`config.mk`:
```
export PLATFORM = sky130hd
export DESIGN_NAME = imu_offset_moving_average
export DESIGN_NICKNAME = d
export VERILOG_FILES = /design/src/rtl/core/imu_oma_pkg.sv /design/src/rtl/core/imu_offset_moving_average.sv /design/src/rtl/core/imu_oma_ctrl.sv /design/src/rtl/core/imu_oma_dp.sv
export SDC_FILE = /design/constraint.sdc
export NUM_CORES = 2
export LEC_CHECK = 0
export BUFFER_PORTS_ARGS = -buffer_cell sky130_fd_sc_hd__buf_2
export CAP_MARGIN = 5
export CORE_MARGIN = 1.5
export CORE_UTILIZATION = 51
export CTS_CLUSTER_DIAMETER = 40
export CTS_CLUSTER_SIZE = 25
export DETAILED_ROUTE_END_ITERATION = 8
export GPL_TIMING_DRIVEN = 0
export PLACE_DENSITY = 0.68
export SLEW_MARGIN = 20
export SYNTH_ARGS = -nofsm -noshare
export SYNTH_HDL_FRONTEND = slang
export SYNTH_SLANG_ARGS = --single-unit
```
`constraint.sdc`:
```
create_clock -name clk -period 20.7 [get_ports clk]
set_clock_uncertainty 0.1 [all_clocks]
set_input_delay 5.175 -clock clk [delete_from_list [all_inputs] [get_ports clk]]
set_output_delay 5.175 -clock clk [all_outputs]
set_load 0.01 [all_outputs]
```
`src/rtl/core/imu_oma_pkg.sv`:
```
// Shared types and constants of the IMU offset / moving-average block.
// No dependencies; every other file in rtl/core uses this package.
`timescale 1ns / 1ps
`default_nettype none

package imu_oma_pkg;

  localparam int unsigned NUM_CH    = 6;
  localparam int unsigned CH_W      = 3;
  localparam int unsigned CFG_IDX_W = 3;
  localparam int unsigned CFG_DAT_W = 24;

  // channel order: acc x/y/z, then gyro x/y/z
  localparam logic [CH_W-1:0] CH_FIRST_GYRO = 3'd3;
  localparam logic [CH_W-1:0] CH_LAST       = 3'd5;

  // configuration register indexes
  typedef enum logic [CFG_IDX_W-1:0] {
    REG_ACC_OFF_X  = 3'd0,
    REG_ACC_OFF_Y  = 3'd1,
    REG_ACC_OFF_Z  = 3'd2,
    REG_GYRO_OFF_X = 3'd3,
    REG_GYRO_OFF_Y = 3'd4,
    REG_GYRO_OFF_Z = 3'd5,
    REG_DPS_SCALE  = 3'd6,
    REG_RAD_SCALE  = 3'd7
  } cfg_reg_t;

  // reset values of the configuration registers
  localparam logic signed [15:0] RST_ACC_OFF_X  = 16'sd256;
  localparam logic signed [15:0] RST_ACC_OFF_Y  = 16'sd20;
  localparam logic signed [15:0] RST_ACC_OFF_Z  = 16'sd3720;
  localparam logic signed [23:0] RST_GYRO_OFF_X = -24'sd20241;
  localparam logic signed [23:0] RST_GYRO_OFF_Y = 24'sd5294;
  localparam logic signed [23:0] RST_GYRO_OFF_Z = -24'sd227;
  localparam logic [15:0]        RST_DPS_SCALE  = 16'd4000;
  localparam logic [15:0]        RST_RAD_SCALE  = 16'd1144;

  typedef struct packed {
    logic signed [15:0] raw_acc_x;
    logic signed [15:0] raw_acc_y;
    logic signed [15:0] raw_acc_z;
    logic signed [15:0] raw_gyro_x;
    logic signed [15:0] raw_gyro_y;
    logic signed [15:0] raw_gyro_z;
  } imu_in_t;

  typedef struct packed {
    logic signed [23:0] mean_acc_x;
    logic signed [23:0] mean_acc_y;
    logic signed [23:0] mean_acc_z;
    logic signed [23:0] mean_gyro_x;
    logic signed [23:0] mean_gyro_y;
    logic signed [23:0] mean_gyro_z;
    logic signed [23:0] rate_deg_x;
    logic signed [23:0] rate_deg_y;
    logic signed [23:0] rate_deg_z;
    logic signed [31:0] rate_rad_x;
    logic signed [31:0] rate_rad_y;
    logic signed [31:0] rate_rad_z;
  } imu_out_t;

  // controller -> datapath
  typedef struct packed {
    logic            capture;  // latch input item
    logic            rd;       // correct sample, read oldest history entry
    logic            acc;      // update running sum, write history
    logic            mul;      // reciprocal multiply
    logic            fix;      // quotient correction, store mean
    logic            deg;      // deg/s scaling
    logic            rad;      // rad/s scaling
    logic            load;     // move result into output register
    logic [CH_W-1:0] ch;
  } dp_cmd_t;

  // datapath -> controller
  typedef struct packed {
    logic out_busy;
  } dp_stat_t;

  function automatic logic signed [15:0] sat16(input logic signed [16:0] v);
    if (v > 17'sd32767) begin
      return 16'sh7fff;
    end else if (v < -17'sd32768) begin
      return 16'sh8000;
    end else begin
      return v[15:0];
    end
  endfunction

endpackage

`default_nettype wire

```
`src/rtl/core/imu_offset_moving_average.sv`:
```
// Top level of the IMU offset / moving-average block: sequencer plus datapath.
// Depends on imu_oma_pkg, imu_oma_ctrl and imu_oma_dp.
//
//   channel | signals                         | transfer
//   --------+---------------------------------+---------------------------
//   input   | in_valid, in_ready, in_data     | one six-axis sample / item
//   result  | out_valid, out_ready, out_data  | one result / item
//   config  | cfg_we, cfg_addr, cfg_wdata     | one register per write
//
// in_ready drops once an item is accepted and stays low through four steps per
// channel (correct + history read, sum update, reciprocal multiply, quotient
// fix) through the one shared datapath, two more per gyro channel (deg/s and
// rad/s multiplies) and the load of the output register; the load waits while
// the previous result in the output register has not yet been taken.
// Reset (rst_n, synchronous) zeroes the running sums, window pointer and fill
// count; history entries count as zero until the window has filled once.
// The finished result sits in the output register, so the next item is taken
// while it waits; the block only stalls if a second result is ready first.
`timescale 1ns / 1ps
`default_nettype none

module imu_offset_moving_average #(
  parameter int WINDOW_LEN = 8
) (
  input  wire logic                                clk,
  input  wire logic                                rst_n,
  input  wire logic                                in_valid,
  output logic                                     in_ready,
  input  imu_oma_pkg::imu_in_t                     in_data,
  output logic                                     out_valid,
  input  wire logic                                out_ready,
  output imu_oma_pkg::imu_out_t                    out_data,
  input  wire logic                                cfg_we,
  input  wire logic [imu_oma_pkg::CFG_IDX_W-1:0]   cfg_addr,
  input  wire logic [imu_oma_pkg::CFG_DAT_W-1:0]   cfg_wdata
);
  import imu_oma_pkg::*;

  dp_cmd_t  cmd;
  dp_stat_t stat;

  // sequencer: walks the channels of one item
  imu_oma_ctrl u_ctrl (
    .clk      (clk),
    .rst_n    (rst_n),
    .in_valid (in_valid),
    .in_ready (in_ready),
    .cmd      (cmd),
    .stat     (stat)
  );

  // shared datapath, history store and output register
  imu_oma_dp #(
    .WINDOW_LEN (WINDOW_LEN)
  ) u_dp (
    .clk       (clk),
    .rst_n     (rst_n),
    .cmd       (cmd),
    .stat      (stat),
    .in_data   (in_data),
    .out_valid (out_valid),
    .out_ready (out_ready),
    .out_data  (out_data),
    .cfg_we    (cfg_we),
    .cfg_addr  (cfg_addr),
    .cfg_wdata (cfg_wdata)
  );

endmodule

`default_nettype wire

```
`src/rtl/core/imu_oma_ctrl.sv`:
```
// Sequencer of the IMU offset / moving-average block: steps one datapath
// over the six channels of an item. Depends on imu_oma_pkg.
`timescale 1ns / 1ps
`default_nettype none

module imu_oma_ctrl (
  input  wire logic                 clk,
  input  wire logic                 rst_n,
  input  wire logic                 in_valid,
  output logic                      in_ready,
  output imu_oma_pkg::dp_cmd_t      cmd,
  input  imu_oma_pkg::dp_stat_t     stat
);
  import imu_oma_pkg::*;

  typedef enum logic [7:0] {
    ST_IDLE = 8'b0000_0001,
    ST_RD   = 8'b0000_0010,
    ST_ACC  = 8'b0000_0100,
    ST_MUL  = 8'b0000_1000,
    ST_FIX  = 8'b0001_0000,
    ST_DEG  = 8'b0010_0000,
    ST_RAD  = 8'b0100_0000,
    ST_WB   = 8'b1000_0000
  } state_t;

  state_t          state_r, state_nxt;
  logic [CH_W-1:0] ch_r, ch_nxt;

  always_comb begin
    state_nxt = state_r;
    ch_nxt    = ch_r;
    case (state_r)
      ST_IDLE: begin
        if (in_valid) begin
          state_nxt = ST_RD;
          ch_nxt    = '0;
        end
      end
      ST_RD:  state_nxt = ST_ACC;
      ST_ACC: state_nxt = ST_MUL;
      ST_MUL: state_nxt = ST_FIX;
      ST_FIX: begin
        if (ch_r >= CH_FIRST_GYRO) begin
          state_nxt = ST_DEG;
        end else begin
          state_nxt = ST_RD;
          ch_nxt    = ch_r + 3'd1;
        end
      end
      ST_DEG: state_nxt = ST_RAD;
      ST_RAD: begin
        if (ch_r == CH_LAST) begin
          state_nxt = ST_WB;
        end else begin
          state_nxt = ST_RD;
          ch_nxt    = ch_r + 3'd1;
        end
      end
      ST_WB: begin
        if (!stat.out_busy) begin
          state_nxt = ST_IDLE;
        end
      end
      default: state_nxt = ST_IDLE;
    endcase
  end

  always_ff @(posedge clk) begin
    if (!rst_n) begin
      state_r <= ST_IDLE;
      ch_r    <= '0;
    end else begin
      state_r <= state_nxt;
      ch_r    <= ch_nxt;
    end
  end

  assign in_ready = (state_r == ST_IDLE);

  always_comb begin
    cmd         = '0;
    cmd.capture = in_ready && in_valid;
    cmd.rd      = (state_r == ST_RD);
    cmd.acc     = (state_r == ST_ACC);
    cmd.mul     = (state_r == ST_MUL);
    cmd.fix     = (state_r == ST_FIX);
    cmd.deg     = (state_r == ST_DEG);
    cmd.rad     = (state_r == ST_RAD);
    cmd.load    = (state_r == ST_WB) && !stat.out_busy;
    cmd.ch      = ch_r;
  end

endmodule

`default_nettype wire

```
`src/rtl/core/imu_oma_dp.sv`:
```
// Datapath of the IMU offset / moving-average block: offset correction,
// history memory, running sums, constant divide, gyro scaling, config and
// output registers. Depends on imu_oma_pkg.
`timescale 1ns / 1ps
`default_nettype none

module imu_oma_dp #(
  parameter int WINDOW_LEN = 8
) (
  input  wire logic                                   clk,
  input  wire logic                                   rst_n,
  input  imu_oma_pkg::dp_cmd_t                        cmd,
  output imu_oma_pkg::dp_stat_t                       stat,
  input  imu_oma_pkg::imu_in_t                        in_data,
  output logic                                        out_valid,
  input  wire logic                                   out_ready,
  output imu_oma_pkg::imu_out_t                       out_data,
  input  wire logic                                   cfg_we,
  input  wire logic [imu_oma_pkg::CFG_IDX_W-1:0]      cfg_addr,
  input  wire logic [imu_oma_pkg::CFG_DAT_W-1:0]      cfg_wdata
);
  import imu_oma_pkg::*;

  localparam int unsigned PW    = $clog2(WINDOW_LEN);
  localparam int unsigned CNT_W = $clog2(WINDOW_LEN + 1);
  localparam int unsigned AW    = CH_W + PW;
  localparam int unsigned MEM_D = 1 << AW;
  localparam int unsigned SUM_W = 16 + $clog2(WINDOW_LEN);
  localparam int unsigned MAG_W = SUM_W + 8;
  // floor(2^32 / N); estimate is exact or one short since mag < 2^32
  localparam logic [31:0] RECIP = 32'(64'h1_0000_0000 / 64'(WINDOW_LEN));
  localparam logic [MAG_W-1:0] WLEN_M = MAG_W'(WINDOW_LEN);
  localparam logic [CNT_W-1:0] WLEN_C = CNT_W'(WINDOW_LEN);
  localparam logic [PW-1:0]    PTR_LAST = PW'(WINDOW_LEN - 1);

  // configuration
  logic signed [15:0] acc_off_r [0:2];
  logic signed [23:0] gyro_off_r [0:2];
  logic [15:0]        dps_r, rad_r;

  always_ff @(posedge clk) begin
    if (!rst_n) begin
      acc_off_r[0]  <= RST_ACC_OFF_X;
      acc_off_r[1]  <= RST_ACC_OFF_Y;
      acc_off_r[2]  <= RST_ACC_OFF_Z;
      gyro_off_r[0] <= RST_GYRO_OFF_X;
      gyro_off_r[1] <= RST_GYRO_OFF_Y;
      gyro_off_r[2] <= RST_GYRO_OFF_Z;
      dps_r         <= RST_DPS_SCALE;
      rad_r         <= RST_RAD_SCALE;
    end else if (cfg_we) begin
      case (cfg_addr)
        REG_ACC_OFF_X:  acc_off_r[0]  <= cfg_wdata[15:0];
        REG_ACC_OFF_Y:  acc_off_r[1]  <= cfg_wdata[15:0];
        REG_ACC_OFF_Z:  acc_off_r[2]  <= cfg_wdata[15:0];
        REG_GYRO_OFF_X: gyro_off_r[0] <= cfg_wdata;
        REG_GYRO_OFF_Y: gyro_off_r[1] <= cfg_wdata;
        REG_GYRO_OFF_Z: gyro_off_r[2] <= cfg_wdata;
        REG_DPS_SCALE:  dps_r         <= cfg_wdata[15:0];
        REG_RAD_SCALE:  rad_r         <= cfg_wdata[15:0];
        default: ;
      endcase
    end
  end

  // input item
  imu_in_t in_r;
  always_ff @(posedge clk) begin
    if (cmd.capture) begin
      in_r <= in_data;
    end
  end

  // offset correction
  logic signed [15:0] raw;
  logic signed [15:0] aoff;
  logic signed [23:0] goff;
  logic               is_gyro;
  logic signed [16:0] acc_diff;
  logic signed [24:0] gyr_d;
  logic signed [16:0] gyr_q;
  logic signed [15:0] corr;

  always_comb begin
    raw     = in_r.raw_acc_x;
    aoff    = acc_off_r[0];
    goff    = gyro_off_r[0];
    is_gyro = 1'b0;
    case (cmd.ch)
      3'd0: begin raw = in_r.raw_acc_x;  aoff = acc_off_r[0]; end
      3'd1: begin raw = in_r.raw_acc_y;  aoff = acc_off_r[1]; end
      3'd2: begin raw = in_r.raw_acc_z;  aoff = acc_off_r[2]; end
      3'd3: begin raw = in_r.raw_gyro_x; goff = gyro_off_r[0]; is_gyro = 1'b1; end
      3'd4: begin raw = in_r.raw_gyro_y; goff = gyro_off_r[1]; is_gyro = 1'b1; end
      3'd5: begin raw = in_r.raw_gyro_z; goff = gyro_off_r[2]; is_gyro = 1'b1; end
      default: ;
    endcase
    acc_diff = {raw[15], raw} - {aoff[15], aoff};
    gyr_d    = {raw[15], raw, 8'h00} - {goff[23], goff};
    // truncate toward zero: floor, plus one for a negative value with a fraction
    gyr_q    = gyr_d[24:8] + {16'd0, gyr_d[24] && (gyr_d[7:0] != 8'h00)};
    corr     = sat16(is_gyro ? gyr_q : acc_diff);
  end

  // history memory, one row of 2^PW entries per channel
  logic signed [15:0] hist_mem [0:MEM_D-1];
  logic signed [15:0] old_r;
  logic signed [15:0] corr_r;
  logic [PW-1:0]      ptr_r;
  logic [CNT_W-1:0]   fill_r;
  logic [AW-1:0]      addr;

  assign addr = {cmd.ch, ptr_r};

  always_ff @(posedge clk) begin
    if (cmd.rd) begin
      old_r  <= hist_mem[addr];
      corr_r <= corr;
    end
    if (cmd.acc) begin
      hist_mem[addr] <= corr_r;
    end
  end

  // running sums; oldest entry counts only once the window has filled
  logic signed [SUM_W-1:0] sum_r [0:NUM_CH-1];
  logic signed [SUM_W-1:0] sum_nxt;
  logic signed [SUM_W-1:0] cur_sum_r;
  logic signed [SUM_W-1:0] old_ext;
  logic                    win_full;

  assign win_full = (fill_r == WLEN_C);
  assign old_ext  = win_full ? SUM_W'(old_r) : '0;
  assign sum_nxt  = sum_r[cmd.ch] + SUM_W'(corr_r) - old_ext;

  always_ff @(posedge clk) begin
    if (!rst_n) begin
      for (int i = 0; i < NUM_CH; i++) begin
        sum_r[i] <= '0;
      end
    end else if (cmd.acc) begin
      sum_r[cmd.ch] <= sum_nxt;
    end
  end

  always_ff @(posedge clk) begin
    if (cmd.acc) begin
      cur_sum_r <= sum_nxt;
    end
  end

  // mean = trunc(sum * 256 / N) via reciprocal multiply and one correction
  logic [SUM_W-1:0]    mag_abs;
  logic [MAG_W-1:0]    mag, mag_r, q_est_r, rem, q_fix;
  logic [MAG_W+31:0]   prod_q;
  logic                neg_r;
  logic signed [23:0]  mean;

  assign mag_abs = cur_sum_r[SUM_W-1] ? SUM_W'(-cur_sum_r) : SUM_W'(cur_sum_r);
  assign mag     = {mag_abs, 8'h00};
  assign prod_q  = (MAG_W+32)'(mag) * (MAG_W+32)'(RECIP);

  always_ff @(posedge clk) begin
    if (cmd.mul) begin
      mag_r   <= mag;
      q_est_r <= prod_q[MAG_W+31:32];
      neg_r   <= cur_sum_r[SUM_W-1];
    end
  end

  assign rem   = mag_r - q_est_r * WLEN_M;
  assign q_fix = q_est_r + {{(MAG_W-1){1'b0}}, (rem >= WLEN_M)};
  assign mean  = neg_r ? -24'(q_fix) : 24'(q_fix);

  // gyro scaling with floor shifts
  logic signed [23:0] mean_r [0:NUM_CH-1];
  logic signed [23:0] deg_r  [0:2];
  logic signed [31:0] rad_r_a [0:2];
  logic signed [23:0] cur_mean_r, cur_deg_r;
  logic signed [40:0] prod_deg, prod_rad;
  logic [1:0]         gidx;

  assign gidx     = 2'(cmd.ch - CH_FIRST_GYRO);
  assign prod_deg = cur_mean_r * $signed({1'b0, dps_r});
  assign prod_rad = cur_deg_r * $signed({1'b0, rad_r});

  always_ff @(posedge clk) begin
    if (cmd.fix) begin
      mean_r[cmd.ch] <= mean;
      cur_mean_r     <= mean;
    end
    if (cmd.deg) begin
      deg_r[gidx] <= prod_deg[39:16];
      cur_deg_r   <= prod_deg[39:16];
    end
    if (cmd.rad) begin
      rad_r_a[gidx] <= prod_rad[39:8];
    end
  end

  // window pointer advances once per item; fill count likewise until the window is full
  always_ff @(posedge clk) begin
    if (!rst_n) begin
      ptr_r  <= '0;
      fill_r <= '0;
    end else if (cmd.load) begin
      ptr_r <= (ptr_r == PTR_LAST) ? '0 : ptr_r + PW'(1);
      if (!win_full) begin
        fill_r <= fill_r + CNT_W'(1);
      end
    end
  end

  // output register
  logic     out_valid_r;
  imu_out_t out_data_r;

  always_ff @(posedge clk) begin
    if (!rst_n) begin
      out_valid_r <= 1'b0;
    end else if (cmd.load) begin
      out_valid_r <= 1'b1;
    end else if (out_ready) begin
      out_valid_r <= 1'b0;
    end
  end

  always_ff @(posedge clk) begin
    if (cmd.load) begin
      out_data_r.mean_acc_x  <= mean_r[0];
      out_data_r.mean_acc_y  <= mean_r[1];
      out_data_r.mean_acc_z  <= mean_r[2];
      out_data_r.mean_gyro_x <= mean_r[3];
      out_data_r.mean_gyro_y <= mean_r[4];
      out_data_r.mean_gyro_z <= mean_r[5];
      out_data_r.rate_deg_x  <= deg_r[0];
      out_data_r.rate_deg_y  <= deg_r[1];
      out_data_r.rate_deg_z  <= deg_r[2];
      out_data_r.rate_rad_x  <= rad_r_a[0];
      out_data_r.rate_rad_y  <= rad_r_a[1];
      out_data_r.rate_rad_z  <= rad_r_a[2];
    end
  end

  assign out_valid     = out_valid_r;
  assign out_data      = out_data_r;
  assign stat.out_busy = out_valid_r && !out_ready;

endmodule

`default_nettype wire

```
After elaboration in Yosys (flattened, before gate mapping). Memory sizes are Yosys's and may differ from the RTL's. A register that Yosys moved wholly into a read port is not among the register bits. Index checks and enable logic that the tools add are counted.

Bits in registers: 250. Bits in latches: 0. RAM bits: 1570. Bits in read-only memories: 0. Input port bits: 128. Output and inout bits: 314. Word-level logic and storage cells: 163. Memories kept: 7.

Memories: u_dp.hist_mem (words 64, width 16, rd ports 1, clocked after Yosys merged registers in 1, write ports 1, RTL line imu_oma_dp.sv:106) `logic signed [15:0] hist_mem [0:MEM_D-1];`; u_dp.mean_r (words 6, width 24, rd ports 6, clocked after Yosys merged registers in 6, write ports 1, RTL line imu_oma_dp.sv:176) `logic signed [23:0] mean_r [0:NUM_CH-1];`; u_dp.sum_r (words 6, width 19, rd ports 1, clocked after Yosys merged registers in 1, write ports 6, RTL line imu_oma_dp.sv:126) `logic signed [SUM_W-1:0] sum_r [0:NUM_CH-1];`; u_dp.rad_r_a (words 3, width 32, rd ports 3, clocked after Yosys merged registers in 3, write ports 1, RTL line imu_oma_dp.sv:178) `logic signed [31:0] rad_r_a [0:2];`; u_dp.deg_r (words 3, width 24, rd ports 3, clocked after Yosys merged registers in 3, write ports 1, RTL line imu_oma_dp.sv:177) `logic signed [23:0] deg_r [0:2];`; u_dp.gyro_off_r (words 3, width 24, rd ports 3, clocked after Yosys merged registers in 0, write ports 3, RTL line imu_oma_dp.sv:38) `logic signed [23:0] gyro_off_r [0:2];`; 1 more memories.

Add/subtract/negate cells: 13. Multipliers: 2. Divide/modulo/power cells: 0. Order comparisons: 4. Equality and inequality tests: 26. Shift operators: 0. Mux-type cells: 67. Bitwise gates (word level): 7. Reductions and logical operators: 17.

Operators with widths (number): 24-bit 2-to-1 mux (4); 24-bit by 17-bit multiplier with 40-bit output (2); 16-bit one-hot mux with 5 select lines (1); 16-bit 2-to-1 mux (4); 8-bit one-hot mux with 8 select lines (1); 24-bit one-hot mux with 2 select lines (1); 1-bit 2-to-1 mux (39); 19-bit 2-to-1 mux (2); 16-bit one-hot mux with 2 select lines (1); 27-bit by 4-bit >= comparator with 1-bit output (second input constant) (1); 27-bit subtractor (1); 24-bit by 24-bit subtractor with 25-bit output (1); 24-bit by 1-bit adder with 24-bit output (1); 8-bit 2-to-1 mux (3); 24-bit negator (1); 3-bit equality test (second input constant) (7); 3-bit 2-to-1 mux (7); 19-bit by 16-bit adder with 19-bit output (1); 19-bit negator (1); 19-bit OR reduction (1); 19-bit subtractor (1); 18-bit 2-to-1 mux (1); 17-bit by 1-bit adder with 17-bit output (1); 17-bit by 16-bit greater-than comparator with 1-bit output (second input constant) (1); other kinds (32) (52).

Logic depth before layout (Yosys ltp).
Depth in word-level cells: 9. Gate-level depth with buffers: 31. Depth with buffers taken out: 26.

Cells and area by module. From an unflattened synthesis, not the netlist that was laid out.

Cell total of the unflattened synthesis: 7337. Area total of the unflattened synthesis: 104122.4 um^2.

Modules (own cells, without submodules): imu_oma_dp (times used 1, cells each 7264, area each 103480.5 um^2, sequential area each 62960.4 um^2); imu_oma_ctrl (times used 1, cells each 73, area each 641.9 um^2, sequential area each 220.2 um^2).

Least setup slack after synthesis. OpenSTA, ideal clock, no wires.

Kind: input -> register. Start: in out_ready. End: reg out_data[0] (netlist name). Setup time: 0.633 ns. Data arrival time: 10.980 ns. Data required time: 19.967 ns. Slack: 8.987 ns. Stages: 4. Path buffers: 1. Cell sequence: nand2b_1 nand2b_1 clkbuf_1 inv_1.

RTL lines: start: declaration (RTL line imu_offset_moving_average.sv:31) `input wire logic out_ready,`.

Worst setup path after layout.
Start: reg u_ctrl.ch_r[2]. End: reg u_dp.corr_r[13], data pin.

Cells in the longest elaborated chain, start to end: 9. Elaborated cells on any way between the ends: 19. Those cells by class: add/sub (3); order compare (2); eq/ne (5); mux (6); reduce/logical (3).

RTL lines: start: declaration (RTL line imu_oma_ctrl.sv:28) `logic [CH_W-1:0] ch_r, ch_nxt;`; start signal: assignment (RTL line imu_oma_ctrl.sv:75) `ch_r <= ch_nxt;`; 3-bit equality test (RTL line imu_oma_dp.sv:89) `case (cmd.ch)`; 24-bit one-hot mux with 2 select lines (RTL line imu_oma_dp.sv:89); 24-bit by 24-bit subtractor with 25-bit output (RTL line imu_oma_dp.sv:99) `gyr_d = {raw[15], raw, 8'h00} - {goff[23], goff};`; 8-bit nonzero test (RTL line imu_oma_dp.sv:101) `gyr_q = gyr_d[24:8] + {16'd0, gyr_d[24] && (gyr_d[7:0] != 8'h00)};`; 1-bit logical AND (RTL line imu_oma_dp.sv:101); 17-bit by 1-bit adder with 17-bit output (RTL line imu_oma_dp.sv:101); 17-bit 2-to-1 mux * (RTL line imu_oma_dp.sv:102) `corr = sat16(is_gyro ? gyr_q : acc_diff);`; 17-bit by 16-bit < comparator with 1-bit output (RTL line imu_oma_pkg.sv:84) `end else if (v < -17'sd32768) begin`; 16-bit 2-to-1 mux (RTL line imu_oma_pkg.sv:84); end signal: assignment (RTL line imu_oma_dp.sv:118) `corr_r <= corr;`; end: declaration (RTL line imu_oma_dp.sv:108) `logic signed [15:0] corr_r;`.

Every way passes the cells marked *; elsewhere a longest branch is shown, timed or not. A chain may end at the register's enable or synchronous reset.

==> results.toml <==
[setup_path]
required_ns = 21.29
r2r_slack_ns = 11.42
cpPeakStageDelay_ns = 0.69
start_kind = "flop"
arrival_ns = 9.87
r2r_cells = 30
worst_setup_path_end_kind = "flop"
cpMostUsedCell = "ha_1"
crit_fanout = 10
crit_type = "reg -> reg"
slowest_stage = "clkbuf_1"

[clock_network]
clkLatencyLatePin_ns = 0.97
clk_pin_slew_ns = 0.06
clk_path_buf_depth = 4
ctsHoldBuffers = 0
postCtsResizedCells = 0
htree_levels = 5
clock_sinks = 2124
cts_tree = "built"
numCtsBuffers = 292
cts_setup_buffers = 0
cts-root-buf = "clkbuf_16"

[power_and_ir_drop]
seqPwrFrac_pct = 42.4
peakVddDrop_mv = 0.102
sw_frac_of_total_pct = 27.5
leakagePower_nw = 45.6
p_switching_mw = 3.28
clkPwrFrac_pct = 41.6
power.share.combinational_pct = 16.0
power-per-cell-area_mw_per_mm2 = 98.2
power.internal_mw = 8.65

[synth]
ys_ff_latch = 2124
synth_cells = 7248
synth_edf_count = 2070
ys_seq_area_share_pct = 61.1
ys.warnings.count = 0
synth.area.top_cells = "edfxtp_1 (60%), fa_1 (14%), inv_1 (3.2%)"
yosys_most_used_dff = "edfxtp_1"
syn_area_mm2 = 0.104
syn_area_per_cell_um2 = 14.3
ys_types = 88
synth_top_area_share_pct = 60.0
synthArstFlopShare_pct = 0
yosysTopAreaCell = "edfxtp_1"

[layout]
finalNetCount = 9256
stdcell_area_mm2 = 0.122
syn_to_final_growth_pct = 17.4
layout-drive-gt1-share_pct = 15.7
post-route-util_pct = 60.2

[detailed_routing]
drt_iter0_markers = 8694
firstDrtPassIters = 6
vias_per_cell = 5.99
route.antenna.remaining_nets = 0
routed_wl_um = 317000
vias = 66300
drc = 0
wire_per_inst_um = 28.6

[status]
run_status = "complete, no violations"

[floorplanning]
dieArea_mm2 = 0.206
rows = 165
die_y_um = 454
core_mm2 = 0.202
initial_core_util_pct = 51.3
die_w_um = 454
pin_count = 442

[timing]
setup_violations = 0
rsz0062_at_grt = "false"
fin_ws_ns = 11.42
fmax_mhz = 108
slew_violations = 0
tightest_slew_ns = 1.38
fin_crit_sh_pct = 44.8
report.final.hold_viol_count = 0
relSlewSlack_pct = 7.87
period_minus_slack_ns = 9.28
fin_tns_setup_ns = 0

[placement]
dpl_worst_slack_ns = 11.57
io_buffers = 410
dpl.hpwl_um = 226000
place_area_mm2 = 0.112
place.gp.congestion = 1.01

[global_route]
grt_max_degree = 110
antenna_found_initial = 27
overflow = 0
grt_usage_pct = 30.8
grt_pass1_vias = 66000
grt_pass1_wl_um = 454000

[worst_hold_path]
hold_path.class = "reg -> reg"
hold-path-cell-count = 0

[flow_run]
maxCapViolCount = 0
[per-layer routing]
| layer | vias to the layer above | share of wire [%] | global-route usage (%) |
|---|---|---|---|
| met4 | 2 | 6.2 | 16.2 |
| li1 | 27500 | - | - |
| met2 | 4240 | 47 | 49.1 |
| met5 | - | 0.0041 | 0 |
| met3 | 1034 | 11 | 8.50 |
| met1 | 33500 | 36 | 38.4 |
[power by group through the flow]
stage | Sequential, mW | Combinational (mW) | Clock (mW)
global route | 5.06 | 2.12 | 5.16
floorplan | 5.15 | 1.24 | 0
global placement | 5.20 | 1.80 | 0
detailed placement | 5.15 | 1.90 | 0
finish | 5.06 | 1.91 | 4.96
CTS | 5.06 | 1.93 | 4.98
[synth_stat cells (all sizes together), types with 11 or more instances]
library cell,number
a22oi,392
xnor2,110
maj3,11
and3,16
nor2b,18
and2,332
nand2,605
or3,17
a21oi,198
nand3,66
mux4,38
o21ai,71
clkbuf,283
buf,73
inv,886
dfxtp,54
fa,724
nand4,71
a222oi,15
nor2,326
a211oi,16
o21a,21
a21o,31
nand2b,58
mux2i,19
xor2,47
a221oi,82
edfxtp,2070
ha,239
o31ai,15
a22o,92
a31oi,83
nor3,45
[final timing paths]
check / from / to
worst min register to register: u_dp.mean_r[1][16]$_DFFE_PP_ / out_data[280]$_DFFE_PP_
worst max-delay path: u_ctrl.ch_r[2]$_SDFFE_PN0P_ / u_dp.corr_r[13]$_SDFFCE_PN1P_
worst min-delay path: u_dp.mean_r[1][16]$_DFFE_PP_ / out_data[280]$_DFFE_PP_
worst max register to register: u_ctrl.ch_r[2]$_SDFFE_PN0P_ / u_dp.corr_r[13]$_SDFFCE_PN1P_
[final cells by class]
class	instances	area, um2
diodes	26	65.1
plain buffers	356	1580
clock buffers	324	7610
clock inverters	187	2030
fillers	15300	80400
inverters	887	3340
multi-input cells	3952	36200
flip-flops and latches	2124	63200
well taps	2672	3340
repair buffers	552	4180
[critical path: cells and delay by family, from the launching register on]
kind / cells / cell delay (ns)
flip-flops: 1 / 0.43
AND/OR/NAND/NOR: 6 / 0.83
AO/OA/AOI/OAI: 10 / 2.97
adder cells (fa/ha/maj): 6 / 1.74
buffers and inverters: 8 / 2.95
[kinds of logic (layout without fill, tap and decap cells)]
logic type,Yosys count,in the layout,share of synthesized area (%)
flops,2124,2124,61.1
simple gates,1603,1603,7.37
buf+inv,1243,2306,4.65
compound gates,1086,1086,7.51
fa+ha+maj,974,974,17.0
xor+xnor,157,157,1.35
mux,59,59,1.03
other cells,2,99,0.00725
[per-stage QoR]
| stage | hold slack [ns] | total power, mW | cells |
|---|---|---|---|
| floorplan | 0.300 | 6.40 | 7319 |
| global placement | 0.301 | 6.99 | 10400 |
| detailed placement | 0.305 | 7.05 | 10500 |
| CTS | 0.275 | 12.0 | 11100 |
| global route | 0.272 | 12.3 | 11100 |
| finish | 0.280 | 11.9 | 11100 |
[flip-flops by register name (all words and copies together), names as in the netlist, 4 cells and up, named ones only]
register / cells
out_data: 282
u_dp.dps_r: 16
u_dp.deg_r: 72
u_dp.acc_off_r: 48
u_dp.old_r: 16
u_dp.cur_sum_r: 19
u_dp.mean_r: 114
u_dp.sum_r: 152
u_dp.corr_r: 16
u_dp.hist_mem: 1024
u_dp.rad_r_a: 96
u_ctrl.state_r: 8
u_dp.rad_r: 16
u_dp.in_r: 96
u_dp.cur_deg_r: 24
u_dp.gyro_off_r: 72
u_dp.mag_r: 19
u_dp.fill_r: 4
u_dp.cur_mean_r: 19
[layout by cell type, fill, tap and decap left out, types with 54 or more instances in the layout]
master	instances
nand2b_1	58
nor2_2	59
a21oi_1	197
a221oi_1	81
inv_1	883
xnor2_1	108
o21ai_0	62
a31oi_1	81
fa_1	724
nand4_1	70
dfxtp_1	54
clkbuf_2	62
nor2_1	251
buf_2	428
buf_8	74
edfxtp_1	2070
a22o_1	92
clkbuf_16	300
nand2_1	603
a22oi_1	392
ha_1	239
clkbuf_1	249
and2_1	326
nand3_1	66
conb_1	73
Power figures use the tool's default switching activity.
